### src/sv/nxs_pkg.sv
// ----------------------------------------------------------------------------
// nxs_pkg
// Types and constants shared by the NV12 to XRGB nearest-neighbor scaler.
// ----------------------------------------------------------------------------
package nxs_pkg;

	// Configuration register indexes.
	localparam logic [2:0] REG_SRC_WIDTH   = 3'd0;
	localparam logic [2:0] REG_SRC_HEIGHT  = 3'd1;
	localparam logic [2:0] REG_LINE_STRIDE = 3'd2;
	localparam logic [2:0] REG_DST_WIDTH   = 3'd3;
	localparam logic [2:0] REG_DST_HEIGHT  = 3'd4;

	localparam int CFG_IDX_W  = 3;
	localparam int CFG_DATA_W = 13;
	localparam int SRC_W      = 7;   // source size and stride registers
	localparam int DST_W      = 13;  // destination size registers
	localparam int COORD_W    = 12;
	localparam int BADDR_W    = 13;
	localparam int PIX_W      = 24;
	localparam int QUO_W      = 7;   // source coordinate, always below src size
	localparam int REM_W      = 20;  // dividend and partial remainder
	localparam int ADDR_W     = 16;  // frame store addresses from the address stage
	localparam int UVB_W      = 14;  // stride times source height
	localparam int SUM_W      = 20;  // signed color sums

	localparam int QUEUE_DEPTH = 16;
	localparam int OUT_DEPTH   = 8;

	// BT.601 limited-range coefficients.
	localparam logic signed [SUM_W-1:0] K_Y   = 20'sd298;
	localparam logic signed [SUM_W-1:0] K_RV  = 20'sd409;
	localparam logic signed [SUM_W-1:0] K_GU  = 20'sd100;
	localparam logic signed [SUM_W-1:0] K_GV  = 20'sd208;
	localparam logic signed [SUM_W-1:0] K_BU  = 20'sd516;
	localparam logic signed [SUM_W-1:0] K_RND = 20'sd128;
	localparam logic signed [9:0] Y_OFS  = 10'sd16;
	localparam logic signed [9:0] UV_OFS = 10'sd128;

	typedef enum logic [1:0] {
		KIND_WRITE,
		KIND_CONVERT,
		KIND_DROP
	} kind_t;

	typedef struct packed {
		logic [SRC_W-1:0] src_width;
		logic [SRC_W-1:0] src_height;
		logic [SRC_W-1:0] line_stride;
		logic [DST_W-1:0] dst_width;
		logic [DST_W-1:0] dst_height;
		logic [UVB_W-1:0] uv_base;
	} cfg_t;

	// One classified item on its way from the front to the back.
	typedef struct packed {
		kind_t             kind;
		logic [ADDR_W-1:0] yaddr;   // luma address, or the byte address of a write
		logic [ADDR_W-1:0] uvaddr;
		logic [7:0]        value;
		logic [PIX_W-1:0]  pixel_index;
	} qent_t;

	typedef struct packed {
		logic [PIX_W-1:0] pixel_index;
		logic [PIX_W-1:0] rgb_word;
	} oent_t;

endpackage

### src/sv/nxs_req_if.sv
// ----------------------------------------------------------------------------
// nxs_req_if
// Request channel: byte writes and convert items.
// ----------------------------------------------------------------------------
interface nxs_req_if;
	logic        valid;
	logic        ready;
	logic        action;
	logic [12:0] byte_address;
	logic [7:0]  byte_value;
	logic [11:0] out_x;
	logic [11:0] out_y;

	modport source(output valid, action, byte_address, byte_value, out_x, out_y,
		input ready);
	modport sink(input valid, action, byte_address, byte_value, out_x, out_y,
		output ready);
endinterface

### src/sv/nxs_front.sv
// ----------------------------------------------------------------------------
// nxs_front
// Accepts items, classifies them, scales the coordinates with a pipelined
// one-bit-per-stage divider and forms the frame store addresses.
// ----------------------------------------------------------------------------
module nxs_front
	import nxs_pkg::*;
(
	input  logic  clk,
	input  logic  arst_n,
	input  cfg_t  cfg,
	nxs_req_if.sink req,
	output logic  push,
	output qent_t push_data,
	input  logic  pop
);
	localparam int OCC_W = $clog2(QUEUE_DEPTH + 1);

	logic             acc;
	logic             in_range;
	logic [OCC_W-1:0] occ_q;

	// Divider stage 0 is the accept register; stage QUO_W holds the quotients.
	logic [QUO_W:0]     div_v_q;
	kind_t              div_kind_q  [QUO_W+1];
	logic [BADDR_W-1:0] div_addr_q  [QUO_W+1];
	logic [7:0]         div_val_q   [QUO_W+1];
	logic [PIX_W-1:0]   div_pix_q   [QUO_W+1];
	logic [REM_W-1:0]   div_rx_q    [QUO_W+1];
	logic [REM_W-1:0]   div_ry_q    [QUO_W+1];
	logic [QUO_W-1:0]   div_qx_q    [QUO_W+1];
	logic [QUO_W-1:0]   div_qy_q    [QUO_W+1];

	logic [QUO_W-1:0] sx;
	logic [QUO_W-1:0] sy;

	// Items in flight or queued; the queue can never overflow.
	assign req.ready = (occ_q < OCC_W'(QUEUE_DEPTH));
	assign acc       = req.valid & req.ready;
	assign in_range  = ({1'b0, req.out_x} < cfg.dst_width) &&
		({1'b0, req.out_y} < cfg.dst_height);

	always_ff @(posedge clk or negedge arst_n) begin
		if (!arst_n) begin
			occ_q <= '0;
		end else begin
			occ_q <= occ_q + OCC_W'(acc) - OCC_W'(pop);
		end
	end

	// Accept stage: classify, form dividends and the destination index.
	always_ff @(posedge clk or negedge arst_n) begin
		if (!arst_n) begin
			div_v_q[0] <= 1'b0;
		end else begin
			div_v_q[0] <= acc;
		end
	end

	always_ff @(posedge clk) begin
		if (acc) begin
			if (!req.action) begin
				div_kind_q[0] <= KIND_WRITE;
			end else if (in_range) begin
				div_kind_q[0] <= KIND_CONVERT;
			end else begin
				div_kind_q[0] <= KIND_DROP;
			end
			div_addr_q[0] <= req.byte_address;
			div_val_q[0]  <= req.byte_value;
			div_pix_q[0]  <= PIX_W'(req.out_y) * PIX_W'(cfg.dst_width) + PIX_W'(req.out_x);
			div_rx_q[0]   <= REM_W'(req.out_x) * REM_W'(cfg.src_width);
			div_ry_q[0]   <= REM_W'(req.out_y) * REM_W'(cfg.src_height);
			div_qx_q[0]   <= '0;
			div_qy_q[0]   <= '0;
		end
	end

	// Restoring division, one quotient bit per stage, most significant first.
	for (genvar j = 1; j <= QUO_W; j++) begin : g_div
		localparam int B = QUO_W - j;
		logic [REM_W-1:0] dx;
		logic [REM_W-1:0] dy;
		logic             gex;
		logic             gey;

		assign dx  = REM_W'(cfg.dst_width) << B;
		assign dy  = REM_W'(cfg.dst_height) << B;
		assign gex = div_rx_q[j-1] >= dx;
		assign gey = div_ry_q[j-1] >= dy;

		always_ff @(posedge clk or negedge arst_n) begin
			if (!arst_n) begin
				div_v_q[j] <= 1'b0;
			end else begin
				div_v_q[j] <= div_v_q[j-1];
			end
		end

		always_ff @(posedge clk) begin
			div_kind_q[j] <= div_kind_q[j-1];
			div_addr_q[j] <= div_addr_q[j-1];
			div_val_q[j]  <= div_val_q[j-1];
			div_pix_q[j]  <= div_pix_q[j-1];
			div_rx_q[j]   <= gex ? div_rx_q[j-1] - dx : div_rx_q[j-1];
			div_ry_q[j]   <= gey ? div_ry_q[j-1] - dy : div_ry_q[j-1];
			div_qx_q[j]   <= div_qx_q[j-1] | (QUO_W'(gex) << B);
			div_qy_q[j]   <= div_qy_q[j-1] | (QUO_W'(gey) << B);
		end
	end

	assign sx = div_qx_q[QUO_W];
	assign sy = div_qy_q[QUO_W];

	// Address stage: luma and chroma addresses of the chosen source pixel.
	always_ff @(posedge clk or negedge arst_n) begin
		if (!arst_n) begin
			push <= 1'b0;
		end else begin
			push <= div_v_q[QUO_W];
		end
	end

	always_ff @(posedge clk) begin
		push_data.kind        <= div_kind_q[QUO_W];
		push_data.value       <= div_val_q[QUO_W];
		push_data.pixel_index <= div_pix_q[QUO_W];
		if (div_kind_q[QUO_W] == KIND_WRITE) begin
			push_data.yaddr <= ADDR_W'(div_addr_q[QUO_W]);
		end else begin
			push_data.yaddr <= ADDR_W'(sy) * ADDR_W'(cfg.line_stride) + ADDR_W'(sx);
		end
		push_data.uvaddr <= ADDR_W'(cfg.uv_base)
			+ ADDR_W'(sy[QUO_W-1:1]) * ADDR_W'(cfg.line_stride)
			+ ADDR_W'({sx[QUO_W-1:1], 1'b0});
	end
endmodule

### src/flat_wrapper.sv
// flat-port wrapper written by rule: the top's interface ports become plain ports
module nxs_front_flat import nxs_pkg::*;
  (clk, arst_n, cfg, push, push_data, pop, req_valid, req_action, req_byte_address, req_byte_value, req_out_x, req_out_y, req_ready);
  nxs_req_if req_i ();
  input  logic clk;
  input  logic arst_n;
  input  cfg_t cfg;
  output logic push;
  output qent_t push_data;
  input  logic pop;
  input wire logic [$bits(req_i.valid)-1:0] req_valid;
  input wire logic [$bits(req_i.action)-1:0] req_action;
  input wire logic [$bits(req_i.byte_address)-1:0] req_byte_address;
  input wire logic [$bits(req_i.byte_value)-1:0] req_byte_value;
  input wire logic [$bits(req_i.out_x)-1:0] req_out_x;
  input wire logic [$bits(req_i.out_y)-1:0] req_out_y;
  output wire logic [$bits(req_i.ready)-1:0] req_ready;
  assign req_i.valid = req_valid;
  assign req_i.action = req_action;
  assign req_i.byte_address = req_byte_address;
  assign req_i.byte_value = req_byte_value;
  assign req_i.out_x = req_out_x;
  assign req_i.out_y = req_out_y;
  assign req_ready = req_i.ready;
  nxs_front u_core (.clk(clk), .arst_n(arst_n), .cfg(cfg), .req(req_i), .push(push), .push_data(push_data), .pop(pop));
endmodule
### config.mk
export PLATFORM = sky130hd
export DESIGN_NAME = nxs_front_flat
export DESIGN_NICKNAME = d
export VERILOG_FILES = /design/src/sv/nxs_pkg.sv /design/src/sv/nxs_req_if.sv /design/src/sv/nxs_front.sv /design/src/flat_wrapper.sv
export SDC_FILE = /design/constraint.sdc
export NUM_CORES = 2
export LEC_CHECK = 0
export ABC_AREA = 0
export BUFFER_PORTS_ARGS = -buffer_cell sky130_fd_sc_hd__buf_2
export CORE_MARGIN = 2
export CORE_UTILIZATION = 61
export DETAILED_ROUTE_END_ITERATION = 8
export GPL_TIMING_DRIVEN = 0
export PLACE_DENSITY = 0.79
export SLEW_MARGIN = 20
export SYNTH_ARGS = -nofsm -noshare
export SYNTH_HDL_FRONTEND = slang
export SYNTH_SLANG_ARGS = --single-unit
### constraint.sdc
create_clock -name clk -period 10.4 [get_ports clk]
set_input_delay 1.04 -clock clk [delete_from_list [all_inputs] [get_ports clk]]
set_output_delay 1.04 -clock clk [all_outputs]
set_load 0.02 [all_outputs]
==> flow_summary.toml <==
[logic_synthesis]
yosysUniqueCellTypes = 77
yosysSeqAreaShare_pct = 40.0
syn_inst = 4037
synth_edf_count = 85
synth_ff_type = "dfxtp_1"
synth_top_area_share_pct = 33.0
synth_fp_nets = 4863
synthArstFlopShare_pct = 1.77
synth_area_leaders = "dfxtp_1, fa_1, ha_1, edfxtp_1, inv_1"
ys_ff_latch = 789
synth_top_cell_by_area = "dfxtp_1"
syn_avg_cell_area_um2 = 10.4
yosys_warnings = 0
syn-cell-area_um2 = 41800

[grt]
antenna_found_initial = 5
grt_usage_pct = 24.9
grt-ovfl-total = 0
grt_max_degree = 27
grt_pass1_vias = 29400
grt_pass1_wl_mm = 142

[drt]
avgRoutedWirePerCell_um = 16.5
dr.first_iter.drc_count = 1838
ant_nets = 0
vias = 28700
routed_wl_mm = 86.3
drt_pass1_iterations = 6
drc = 0
via_per_inst = 5.46

[cts]
cts-root-buf = "clkbuf_16"
clk-insertion-delay-late_ns = 0.65
ctsLongestPathBuffers = 3
htree_levels = 3
postCtsHoldBufs = 0
cts_tree = "built"
cts_made_buffers = 79
cts_setup_buffers = 0
clock_sinks = 789
path_clk_slew_ns = 0.06
cts_resized = 0

[pwr]
leakage_nw = 22.0
pwr_density_cell_nw_per_um2 = 362
pwr-share-comb_pct = 53.1
power_mw = 16.9
p_switching_mw = 6.69
p_int_mw = 10.2
sw_frac_of_total_pct = 39.6
clkPwrFrac_pct = 17.5
power_frac_seq_pct = 29.4
ir_worst_vdd_mv = 0.418

[place]
gp_congestion = 0.967
placed_area_um2 = 43900
io_buffers = 177
dp_hpwl_mm = 66.7
preCtsSetupSlack_ns = 3.33

[sta]
hold_viol = 0
fin_worst_skew_ns = 0.0350
fin_crit_sh_pct = 63.4
fmax_mhz = 152
relSlewSlack_pct = 40.3
tightest_slew_ns = 0.892
rsz0062_at_grt = "false"
drv_slew = 0
setup_viol = 0
setup_ws_ns = 3.81
setup_tns_ns = 0
min_period_ns = 6.59

[setup_path]
path_class = "input port to register"
cp-end-kind = "register"
start_kind = "input port"
cp.arrival_ns = 6.95
path_max_fanout = 10
r2r_setup_slack_ns = 5.42
r2r_cells = 15
r2r_start = "u_core.div_qy_q[1][23]"
reg2reg_to = "u_core.push_data[47]"
cp.required_ns = 10.75

[outcome]
status = "finished clean"

[finish]
finish.instance_area_um2 = 46700
drive_above_1_share_pct = 9.08
area_growth_pct = 11.6
nets = 5124
final_common_cell = "dfxtp_1"
filler_cell_count = 5063
final_cell_mix = "dfxtp_1, inv_1, ha_1"

[die]
pin_count = 179
initial_utilization_pct = 61.3
die_y_um = 266
die_width_um = 266
dieArea_um2 = 70700
placementRows = 96
core_area_um2 = 68200

[hold_path]
hp-class = "input port to asynchronous set/reset pin"

[flow_run]
maxCapViolCount = 0
-- state kept, by name, indices dropped and copies added (netlist names) --
register	flops
u_core.div_addr_q	104
u_core.div_kind_q	16
u_core.div_pix_q	192
u_core.div_qx_q	28
u_core.div_qy_q	28
u_core.div_rx_q	139
u_core.div_ry_q	139
u_core.div_v_q	8
u_core.div_val_q	64
u_core.occ_q	5
u_core.push	1
u_core.push_data	65
-- power by group through the flow --
stage / registers [mW] / logic, mW / clock network, mW
finish: 4.97 / 8.97 / 2.96
global route: 5.08 / 10.1 / 3.14
CTS: 4.98 / 8.97 / 3.02
detailed placement: 5.03 / 8.82 / 0
global placement: 5.00 / 8.56 / 0
floorplan: 5.02 / 6.86 / 0
-- final cells by class --
cell class | count | area [um^2] | share of cell area [%]
timing repair buffer | 180 | 953 | 2.04
antenna | 1 | 2.50 | 0.00536
sequential | 789 | 16700 | 35.8
clock inverter | 41 | 544 | 1.17
inverter | 499 | 1870 | 4.01
buffer | 84 | 348 | 0.745
tap | 882 | 1100 | 2.36
clock buffer | 104 | 2220 | 4.76
multi-input combinational | 2665 | 22900 | 49.1
-- worst max path at each step --
stage,slack (ns),end,start,cells past startpoint
after global placement,1.08,u_core.occ_q[4],req_valid,12
after CTS,3.91,u_core.div_pix_q[0][21],req_out_y[11],20
final,3.81,u_core.div_pix_q[0][21],req_out_y[11],20
after floorplan,3.84,u_core.occ_q[4],req_valid,11
after global routing,3.55,u_core.div_pix_q[0][21],req_out_y[11],20
after detailed placement,3.33,u_core.div_pix_q[0][22],req_out_y[11],21
-- Yosys cell counts (41+ instances only) --
master    instances
dfxtp_1         690
inv_1           499
ha_1            421
nand2_1         317
fa_1            294
nor2_1          213
a21oi_1         209
and2_1          195
o21ai_0         134
xnor2_1         132
a21o_1           91
edfxtp_1         85
xor2_1           80
clkbuf_1         73
nor3_1           52
mux2_2           47
nand2b_1         41
-- kinds of logic (layout without fill, tap and decap cells) --
| kind of cell | count (synthesis) | after routing | synth area share (%) |
|---|---|---|---|
| buf+inv | 583 | 908 | 5.31 |
| xor+xnor | 212 | 212 | 4.44 |
| compound gates | 657 | 657 | 10.0 |
| simple gates | 1018 | 1018 | 12.0 |
| fa+ha+maj | 715 | 715 | 26.7 |
| flops | 789 | 789 | 40.0 |
| other cells | 1 | 2 | 0.00896 |
| mux | 62 | 62 | 1.62 |
-- metal layers --
| metal | track usage [%] | share of wire, % |
|---|---|---|
| met5 | 0 | 0.059 |
| met4 | 10.1 | 3.7 |
| met3 | 4.25 | 5.7 |
| met2 | 44.1 | 49 |
| met1 | 30.2 | 41 |
-- per-stage QoR --
stage	util, %	hold WS, ns	std cells
2_1_floorplan	-	0.310	4037
3_3_place_gp	64.2	0.310	5096
3_5_place_dp	64.3	0.312	5099
4_1_cts	68.4	0.284	5244
5_1_grt	68.4	0.311	5244
6_report	68.4	0.303	5245
-- critical path, cell delays in order --
cell and delay [ns]:
buf_2 0.22, clkbuf_1 0.43, clkbuf_1 0.50, nand2_1 0.15
fa_1 0.47, fa_1 0.52, inv_1 0.06, fa_1 0.46
fa_1 0.51, inv_1 0.05, fa_1 0.50, inv_1 0.06
ha_1 0.33, a21oi_1 0.33, o21ai_0 0.13, a41o_1 0.29
o21a_1 0.20, nor2_1 0.25, o311ai_0 0.23, xnor2_1 0.17
Note: power is estimated with default switching activity, not from simulation.
