## src/sv/nxs_fifo.sv

```systemverilog
// ----------------------------------------------------------------------------
// nxs_fifo
// Small flip-flop queue with a count; the writer guarantees it never overflows.
// ----------------------------------------------------------------------------
module nxs_fifo #(
	parameter int DEPTH = 16,
	parameter type T = logic
) (
	input  logic clk,
	input  logic arst_n,
	input  logic push,
	input  T     push_data,
	input  logic pop,
	output logic not_empty,
	output T     pop_data
);
	localparam int PTR_W = (DEPTH > 1) ? $clog2(DEPTH) : 1;
	localparam int CNT_W = $clog2(DEPTH + 1);

	T                 mem_q [DEPTH];
	logic [PTR_W-1:0] wr_ptr_q;
	logic [PTR_W-1:0] rd_ptr_q;
	logic [CNT_W-1:0] count_q;

	assign not_empty = (count_q != '0);
	assign pop_data  = mem_q[rd_ptr_q];

	// Pointers and fill count.
	always_ff @(posedge clk or negedge arst_n) begin
		if (!arst_n) begin
			wr_ptr_q <= '0;
			rd_ptr_q <= '0;
			count_q  <= '0;
		end else begin
			if (push) begin
				wr_ptr_q <= (wr_ptr_q == PTR_W'(DEPTH - 1)) ? '0 : wr_ptr_q + 1'b1;
			end
			if (pop) begin
				rd_ptr_q <= (rd_ptr_q == PTR_W'(DEPTH - 1)) ? '0 : rd_ptr_q + 1'b1;
			end
			count_q <= count_q + CNT_W'(push) - CNT_W'(pop);
		end
	end

	// Entry storage.
	always_ff @(posedge clk) begin
		if (push) begin
			mem_q[wr_ptr_q] <= push_data;
		end
	end
endmodule

```

## config.mk

```make
export PLATFORM = sky130hd
export DESIGN_NAME = nxs_fifo
export DESIGN_NICKNAME = d
export VERILOG_FILES = /design/src/sv/nxs_fifo.sv
export SDC_FILE = /design/constraint.sdc
export NUM_CORES = 1
export LEC_CHECK = 0
export ABC_AREA = 1
export BUFFER_PORTS_ARGS = -buffer_cell sky130_fd_sc_hd__buf_2
export CORE_MARGIN = 2
export CORE_UTILIZATION = 39
export DETAILED_ROUTE_END_ITERATION = 10
export HOLD_SLACK_MARGIN = 0.15
export PLACE_DENSITY = 0.64
export SLEW_MARGIN = 20
export SYNTH_ARGS = -nofsm -noshare
export SYNTH_HDL_FRONTEND = slang
export SYNTH_SLANG_ARGS = --single-unit
```

## constraint.sdc

```tcl
create_clock -name clk -period 4.95 [get_ports clk]
set_input_delay 0 -clock clk [delete_from_list [all_inputs] [get_ports clk]]
set_output_delay 0 -clock clk [all_outputs]
set_load 0.02 [all_outputs]
```

==> impl_metrics.json, run 1 <==
{
  "cts_setup_buffers": 0,
  "finalSetupTns_ps": 0,
  "synthTopCellsByArea": "edfxtp_1, dfrtp_1, ha_1",
  "synth_most_common_cell": "nand2_1",
  "grt_util_all_layers": 0.140,
  "worstPathArrival_ps": 2100,
  "io_pins": 7,
  "initial_utilization": 0.412,
  "worstHoldStart": "pop",
  "synthToLayoutAreaGrowth_pct": 15.2,
  "core.rowCount": 22,
  "fin_crit_ps": 1930,
  "peakVddDrop_mv": 0.344,
  "slew_headroom": 0.591,
  "postRouteAntennaNets": 0,
  "setup_slack_ps": 3020,
  "vias": 1051,
  "clock_skew_ps": 9.24,
  "grt_max_degree": 17,
  "final_nets": 197,
  "dp_slack_ps": 3080,
  "r2r_cells": 9,
  "worst-path-max-fanout": 8,
  "leakage_uw": 0.000827,
  "r2r_start": "count_q[0]",
  "clk_pin_slew_ps": 70,
  "grt_pass1_vias": 1053,
  "num-fill-cells": 379,
  "clockBufferDepth": 2,
  "hold_class": "input pin to flip-flop",
  "final_area_um2": 1780,
  "startpoint_type": "input pin",
  "critical-path-max-stage-delay_ps": 530,
  "drtPass1Iterations": 4,
  "drive_gt1_frac": 0.144,
  "drt-wirelength-per-cell_um": 11.5,
  "fp.dieW_um": 66.9,
  "final-setup-viol-count": 0,
  "final.period_utilization": 0.391,
  "cap_violations": 0,
  "hold_violations": 0,
  "synth_cell_types": 23,
  "synth_ff_type": "edfxtp_1",
  "gp_congestion": 0.768,
  "syn_area_per_cell_um2": 9.41,
  "fin_cells": 229,
  "grt_first_pass_wirelength_um": 4630,
  "n_antenna_cell": 0,
  "wl_um": 2630,
  "die_h_um": 66.9,
  "path_cells": "dlygate4sd3_1 -> buf_2 -> ha_1 -> inv_1 -> ha_1 -> inv_1 -> fa_1 -> o21ai_1 -> a21oi_1 -> xor2_1",
  "hold_depth": 3,
  "portBuffers": 6,
  "netlist_instances": 164,
  "r2r_slack_ps": 3090,
  "cts-buffers-inserted": 5,
  "hold_path_end": "rd_ptr_q[0]",
  "rsz0062_at_grt": "no",
  "synth_warnings": 0,
  "syn_area_um2": 1540,
  "p_per_area_nw_per_um2": 565,
  "synth_top_area_share": 0.311,
  "critPathSlowestCell": "dlygate4sd3_1",
  "dp_cells": 216,
  "required_ps": 5110,
  "synth_top_cells_by_count": "nand2_1, inv_1, nand3_1",
  "drtIter0Drc": 93,
  "place.detailed.hpwl_um": 2010,
  "fp.coreArea_um2": 3740,
  "yosys.area.top_type": "edfxtp_1",
  "synthArstFlopShare": 0.448,
  "worstMarginPinSlew_ps": 612,
  "cts_tree": "yes",
  "drc": 0,
  "viasPerCell": 4.59,
  "fmax_mhz": 517,
  "report.final.slew_viol_count": 0,
  "synth-edff-count": 16,
  "clock_latency_ps": 280,
  "cts_sinks": 29,
  "grt_overflow": 0,
  "dieArea_um2": 4480,
  "synth_nets": 181,
  "ctsHtreeMaxLevel": 2,
  "antenna_found_initial": 0,
  "finalHoldWorstSlack_ps": 536,
  "synth_seq_cells": 29,
  "r2r-end": "count_q[4]",
  "yosysSeqAreaShare": 0.522,
  "status": "complete, no violations",
  "end_kind": "flip-flop",
  "cts.root.buffer_cell": "clkbuf_8",
  "critical_path_class": "input pin to flip-flop",
  "dpl_cell_area_um2": 1610
}
==> cells by family (layout without fill, tap and decap cells) <==
group,count (synthesis),after routing,share of synthesized area
fa+ha+maj,12,12,0.102
compound gates,11,11,0.0373
xor+xnor,5,5,0.0284
flops,29,29,0.522
buf+inv,34,51,0.0972
simple gates,73,73,0.213
==> per-layer routing <==
metal / global-route usage / wire (um) / share of wire
met1: 0.170 / 1230 / 0.47
met2: 0.234 / 1280 / 0.49
met3: 0.0507 / 91 / 0.035
met4: 0.0383 / 33 / 0.013
met5: 0 / 0 / 0
==> metrics by stage <==
stage               power (uW)  utilization
finish                    1010        0.475
global placement           727        0.430
detailed placement         759        0.430
global route              1090        0.475
CTS                       1020        0.475
floorplan                  666            -
==> what timing repair did <==
action | 4_1_cts | 5_1_grt
resized for setup | 0 | 0
hold buffers | 5 | 0
endpoints found under the hold margin | 37 | 0
==> worst max-delay path by stage <==
| stage | startpoint | to | slack, ps | cells past startpoint |
|---|---|---|---|---|
| after floorplan | count_q[0] | count_q[4] | 3250 | 9 |
| after global placement | count_q[0] | count_q[4] | 3210 | 9 |
| after detailed placement | count_q[0] | count_q[4] | 3080 | 9 |
| after CTS | pop | count_q[4] | 3010 | 10 |
| after global routing | pop | count_q[4] | 2910 | 10 |
| final | pop | count_q[4] | 3020 | 10 |
==> worst max-delay path: cells and delay by family <==
family	cells	cell delay (ps)
buffers and inverters	4	840
adder cells (fa/ha/maj)	3	880
XOR/XNOR	1	150
AO/OA/AOI/OAI	2	240
==> cell usage in the layout, fill, tap and decap left out, drive strengths merged <==
cell / Yosys / routed
nand2: 34 / 34
inv: 31 / 31
nand3: 20 / 20
nor2: 18 / 18
edfxtp: 16 / 16
dfrtp: 13 / 13
ha: 11 / 11
clkbuf: 0 / 7
o21ai: 7 / 7
buf: 2 / 6
dlygate4sd3: 0 / 5
xor2: 4 / 4
a21oi: 3 / 3
clkinv: 1 / 1
xnor2: 1 / 1
o21a: 1 / 1
nand4: 1 / 1
fa: 1 / 1
bufinv: 0 / 1
==> flip-flops by register name (all words and copies together), names as in the netlist <==
register,cells
count_q,5
rd_ptr_q,4
mem_q,16
wr_ptr_q,4
==> cell type report <==
cell class,instances,area [um^2],share of cell area
repair buffers,11,80.1,0.0450
clock buffers,7,86.3,0.0486
inverters,32,128,0.0718
multi-input cells,101,588,0.331
well taps,48,60.1,0.0338
clock inverters,1,30.0,0.0169
flip-flops and latches,29,806,0.453
==> power by group <==
part	internal, uW	leakage (uW)	switching [uW]	total [uW]
Combinational	146	0.000470	221	367
Sequential	321	0.000298	66.3	387
Clock	164	0.0000585	86.8	251
Total	631	0.000827	374	1010
Power figures use the tool's default switching activity.
==> inputs of run 2 (changes only) <==
==> constraint.sdc (replaced) <==
create_clock -name clk -period 1.95 [get_ports clk]
set_input_delay 0 -clock clk [delete_from_list [all_inputs] [get_ports clk]]
set_output_delay 0 -clock clk [all_outputs]
set_load 0.02 [all_outputs]
==> run 2 against run 1 <==
  * Clock power increased by 88%
  * Total power rose by 140%
  * Critical path type is now flip-flop to flip-flop
  * Worst hold slack got worse by 260 ps
  * Sequential power grew to 2.5 times the previous value
  * Highest routed layer unchanged
  * Utilization decreased by 0.74 points
  * Routed wire length down 1.5%
  * Global-route usage down 0.32 points
  * Clock skew is 1.4 ps lower
  * Sequential share of layout area up 0.71 points
  * Flip-flop and latch count unchanged
  * Largest power group unchanged
  * Via count is 1.7% higher
==> impl_metrics.json, run 2 (synthesis results as in run 1) <==
{
  "regMostFlops": "mem_q",
  "grt_util_all_layers": 0.137,
  "viasPerCell": 4.67,
  "initial_utilization": 0.412,
  "critPathSlowestCell": "fa_2",
  "crit_buf_inv": 3,
  "antenna_found_initial": 0,
  "cts_sinks": 29,
  "clock_skew_ps": 7.81,
  "die_h_um": 66.9,
  "n_antenna_cell": 0,
  "largestRegisters": "mem_q: 16 flops, count_q: 5 flops",
  "report.final.slew_viol_count": 0,
  "gp_congestion": 0.768,
  "fp.coreArea_um2": 3740,
  "p_per_area_nw_per_um2": 1370,
  "worst-path-max-fanout": 2,
  "dieArea_um2": 4480,
  "final-setup-viol-count": 0,
  "drt-wirelength-per-cell_um": 11.3,
  "clockBufferDepth": 2,
  "multi_input_area_um2": 591,
  "final_common_cell": "nand2_1",
  "required_ps": 2110,
  "status": "complete, no violations",
  "final_nets": 197,
  "io_pins": 7,
  "clk_pin_slew_ps": 70,
  "grt_max_degree": 17,
  "drtIter0Drc": 67,
  "slew_headroom": 0.601,
  "cap_violations": 0,
  "core.rowCount": 22,
  "grt_first_pass_wirelength_um": 4590,
  "cts_setup_buffers": 0,
  "end_kind": "flip-flop",
  "r2r_start": "count_q[0]",
  "cts-buffers-inserted": 5,
  "seqCellArea_um2": 806,
  "drtPass1Iterations": 4,
  "final.period_utilization": 0.925,
  "drc": 0,
  "postRouteAntennaNets": 0,
  "hold_violations": 0,
  "critical-path-max-stage-delay_ps": 350,
  "critical_path_class": "flip-flop to flip-flop",
  "finalHoldWorstSlack_ps": 274,
  "clock_latency_ps": 280,
  "cts_tree": "yes",
  "peakVddDrop_mv": 0.728,
  "synthToLayoutAreaGrowth_pct": 13.4,
  "crit_start": "count_q[0]",
  "grt_pass1_vias": 1043,
  "wl_um": 2590,
  "layout.cells.most_common_list": "nand2_1, inv_1, nand3_1",
  "finalCoreUtilization": 0.468,
  "largest_reg_flops": 16,
  "hold_class": "input pin to flip-flop",
  "fmax_mhz": 554,
  "num-fill-cells": 369,
  "path_cells": "inv_1 -> ha_1 -> inv_1 -> ha_1 -> inv_1 -> fa_2 -> o21ai_1 -> a21oi_1 -> xor2_1",
  "drive_gt1_frac": 0.155,
  "leakage_uw": 0.000811,
  "cts.root.buffer_cell": "clkbuf_8",
  "worstMarginPinSlew_ps": 597,
  "power.total_uw": 2400,
  "worstHoldStart": "pop",
  "startpoint_type": "flip-flop",
  "portBuffers": 6,
  "cp_top_family": "adder cells",
  "fin_crit_ps": 1800,
  "vias": 1069,
  "fp.dieW_um": 66.9,
  "cpMostUsedCell": "inv_1",
  "ctsHtreeMaxLevel": 2,
  "rsz0062_at_grt": "no",
  "grt_overflow": 0,
  "worstPathArrival_ps": 1960,
  "finalSetupTns_ps": 0,
  "place.detailed.hpwl_um": 2000
}
## run 2: path summary, 6_finish.rpt
| kind | endpoint | slack [ps] | cells past startpoint |
|---|---|---|---|
| min in group asynchronous | count_q[3] | 780 | 3 |
| worst min register to register | rd_ptr_q[3] | 540 | 1 |
| max in group asynchronous | wr_ptr_q[2] | 770 | 3 |
| worst max-delay path | count_q[4] | 150 | 9 |
| worst max register to register | count_q[4] | 150 | 9 |
| worst min-delay path | count_q[0] | 270 | 4 |
## run 2: power by group
group / total [uW] / internal (uW) / leakage [uW] / switching [uW]
Combinational: 940 / 376 / 0.000469 / 564
Clock: 473 / 246 / 0.0000439 / 228
Sequential: 986 / 814 / 0.000298 / 172
Total: 2400 / 1440 / 0.000811 / 964
## run 2: through the flow
| step | cells | area [um^2] | setup slack, ps |
|---|---|---|---|
| 6_report | 229 | 1750 | 146 |
| 3_3_place_gp | 216 | 1610 | 208 |
| 5_1_grt | 229 | 1750 | 58.6 |
| 2_1_floorplan | 164 | 1540 | 246 |
| 4_1_cts | 229 | 1750 | 67.4 |
| 3_5_place_dp | 216 | 1610 | 76.6 |
## run 2: tightest hold or removal path, stage by stage
cell,delay (ps)
buf_2,90
ha_1,230
inv_1,70
ha_1,120
## run 2: layer usage
layer	vias up	GRT usage	wire (um)
met3	5	0.0355	64
met2	10	0.240	1310
met1	502	0.165	1180
met5	-	0	0
met4	0	0.0383	29
li1	552	-	-
## run 2: repair_timing
action,CTS,global route
hold buffers,5,0
setup endpoints to repair,0,1
resized for setup,0,1
hold endpoints to repair,37,0
## run 2: layout make-up
class / count / share of cell area
repair buffers: 11 / 0.0457
inverters: 32 / 0.0729
well taps: 48 / 0.0343
clock buffers: 5 / 0.0393
multi-input cells: 101 / 0.337
flip-flops and latches: 29 / 0.460
clock inverters: 3 / 0.0100
==> inputs of run 3 (changes only) <==
--- a/config.mk
+++ b/config.mk
@@ -11,7 +11,7 @@
 export CORE_UTILIZATION = 39
 export DETAILED_ROUTE_END_ITERATION = 10
 export HOLD_SLACK_MARGIN = 0.15
-export PLACE_DENSITY = 0.64
+export PLACE_DENSITY = 0.63
 export SLEW_MARGIN = 20
 export SYNTH_ARGS = -nofsm -noshare
 export SYNTH_HDL_FRONTEND = slang
==> run 3 against run 2 <==
  * Fmax is 3.1% lower
  * Register-to-register slack hardly changed
  * Routed wire length is 5.4% higher
  * Via count is 0.84% higher
  * Combinational power is 0.9% higher
  * Flip-flop and latch count stayed put
  * Clock power is 3% lower
  * Clock skew is 4.9 ps lower
  * Final area is 0.21% higher
==> impl_metrics.json, run 3 (synthesis results as in run 1) <==
{
  "fin_crit_ps": 1860,
  "setup_slack_ps": 87.8,
  "ctsHtreeMaxLevel": 2,
  "p_per_area_nw_per_um2": 1360,
  "r2r_slack_ps": 150,
  "busiest_layer": "met2",
  "path_cells": "dlygate4sd3_1 -> buf_2 -> ha_1 -> inv_1 -> ha_1 -> inv_1 -> fa_2 -> o21ai_1 -> a21oi_1 -> xor2_1",
  "grt_max_degree": 17,
  "report.final.slew_viol_count": 0,
  "io_pins": 7,
  "grt_use_met1": 0.151,
  "dieArea_um2": 4480,
  "place.detailed.hpwl_um": 1980,
  "initial_utilization": 0.412,
  "use_met3": 0.0524,
  "intPower_uw": 1440,
  "required_ps": 2100,
  "regMostFlops": "mem_q",
  "critPathSlowestCell": "dlygate4sd3_1",
  "slew_headroom": 0.672,
  "final-setup-viol-count": 0,
  "hold_depth": 3,
  "r2r-end": "count_q[4]",
  "cap_violations": 0,
  "pwr-share-seq": 0.412,
  "worstPathArrival_ps": 2010,
  "drc": 0,
  "cts_setup_buffers": 0,
  "dpl_cell_area_um2": 1610,
  "dp_slack_ps": 104,
  "final_nets": 198,
  "layout.cells.most_common_list": "nand2_1, inv_1, nand3_1",
  "grt_util_all_layers": 0.141,
  "hold_path_end": "rd_ptr_q[0]",
  "power.net_switching_uw": 950,
  "r2r_start": "count_q[0]",
  "finalCoreUtilization": 0.469,
  "p_sw_frac": 0.397,
  "grt_pass1_vias": 1069,
  "status": "complete, no violations",
  "die_h_um": 66.9,
  "worst-path-max-fanout": 8,
  "peakVddDrop_mv": 0.491,
  "drt-wirelength-per-cell_um": 11.9,
  "grt_first_pass_wirelength_um": 4550,
  "rsz0062_at_grt": "no",
  "wl_um": 2730,
  "cts-buffers-inserted": 5,
  "finalSetupTns_ps": 0,
  "worstHoldStart": "pop",
  "drive_gt1_frac": 0.137,
  "core.rowCount": 22,
  "cts.root.buffer_cell": "clkbuf_8",
  "cts_sinks": 29,
  "n_antenna_cell": 0,
  "grt_overflow": 0,
  "portBuffers": 6,
  "antenna_found_initial": 0,
  "drtIter0Drc": 40,
  "fmax_mhz": 537,
  "postRouteAntennaNets": 0,
  "clockPowerShare": 0.192,
  "crit_start": "pop",
  "final_common_cell": "nand2_1",
  "drtPass1Iterations": 4,
  "vias": 1078,
  "critical_path_class": "input pin to flip-flop",
  "fp.dieW_um": 66.9,
  "final.period_utilization": 0.955,
  "hold_violations": 0,
  "synthToLayoutAreaGrowth_pct": 13.6,
  "viasPerCell": 4.69,
  "hold_class": "input pin to flip-flop",
  "critical-path-max-stage-delay_ps": 530,
  "leakage_uw": 0.000811,
  "final_area_um2": 1750,
  "end_kind": "flip-flop",
  "fp.coreArea_um2": 3740,
  "largestRegisters": "mem_q: 16 flops, count_q: 5 flops",
  "pwr-share-comb": 0.396,
  "largest_reg_flops": 16,
  "gp_congestion": 0.798,
  "startpoint_type": "input pin",
  "clk_pin_slew_ps": 60,
  "clockBufferDepth": 2,
  "cts_tree": "yes",
  "clock_skew_ps": 2.91,
  "r2r_cells": 9,
  "grt.met2_usage": 0.241,
  "worstMarginPinSlew_ps": 492,
  "clock_latency_ps": 280
}
[run 3: cell count changes in the layout (fill, tap and decap cells not counted)]
| cell | previous run | this run |
|---|---|---|
| clkinv_2 | 2 | 0 |
| clkbuf_1 | 0 | 3 |
| dlygate4sd3_1 | 5 | 6 |
| clkinvlp_4 | 1 | 0 |
[run 3: how the worst max path moves through the flow]
| stage | endpoint | slack [ps] |
|---|---|---|
| after floorplan | count_q[4] | 250 |
| after global placement | count_q[4] | 210 |
| after detailed placement | count_q[4] | 100 |
| after CTS | count_q[4] | 40 |
| after global routing | count_q[4] | 20 |
| final | count_q[4] | 90 |
[run 3: worst max-delay path, delay by kind of cell]
| family | cells | cell delay, ps |
|---|---|---|
| AOI/OAI and AO/OA | 2 | 240 |
| buffers and inverters | 4 | 820 |
| adders and majority gates | 3 | 810 |
| xor gates and xnor gates | 1 | 160 |
[run 3: area by class of cell]
| type | count | area (um^2) |
|---|---|---|
| tap | 48 | 60.1 |
| fill | 362 | 1990 |
| timing repair buffer | 12 | 90.1 |
| sequential | 29 | 806 |
| multi-input combinational | 101 | 591 |
| inverter | 32 | 128 |
| clock buffer | 8 | 80.1 |
[run 3: what timing repair did]
item,4_1_cts,5_1_grt
hold buffers,6,0
endpoints found under the setup margin,0,1
gates resized for setup,0,1
hold endpoints to repair,37,0
[run 3: per-stage QoR]
stage / instances / power, uW / hold slack (ps)
CTS: 230 / 2410 / 530
finish: 230 / 2390 / 537
floorplan: 164 / 1690 / -296
detailed placement: 216 / 1940 / -87.5
global placement: 216 / 1850 / -83.1
global route: 230 / 2600 / 564
[run 3: power by group through the flow]
stage / registers [uW] / clock network (uW) / logic (uW)
2_1_floorplan: 940 / 0 / 750
6_report: 986 / 459 / 948
3_5_place_dp: 996 / 0 / 942
3_3_place_gp: 989 / 0 / 863
5_1_grt: 1010 / 500 / 1090
4_1_cts: 986 / 474 / 955
[run 3: routing by layer]
metal	vias to the layer above	wire length [um]
met4	0	88
met5	-	0
li1	548	-
met1	510	1230
met2	12	1300
met3	8	119
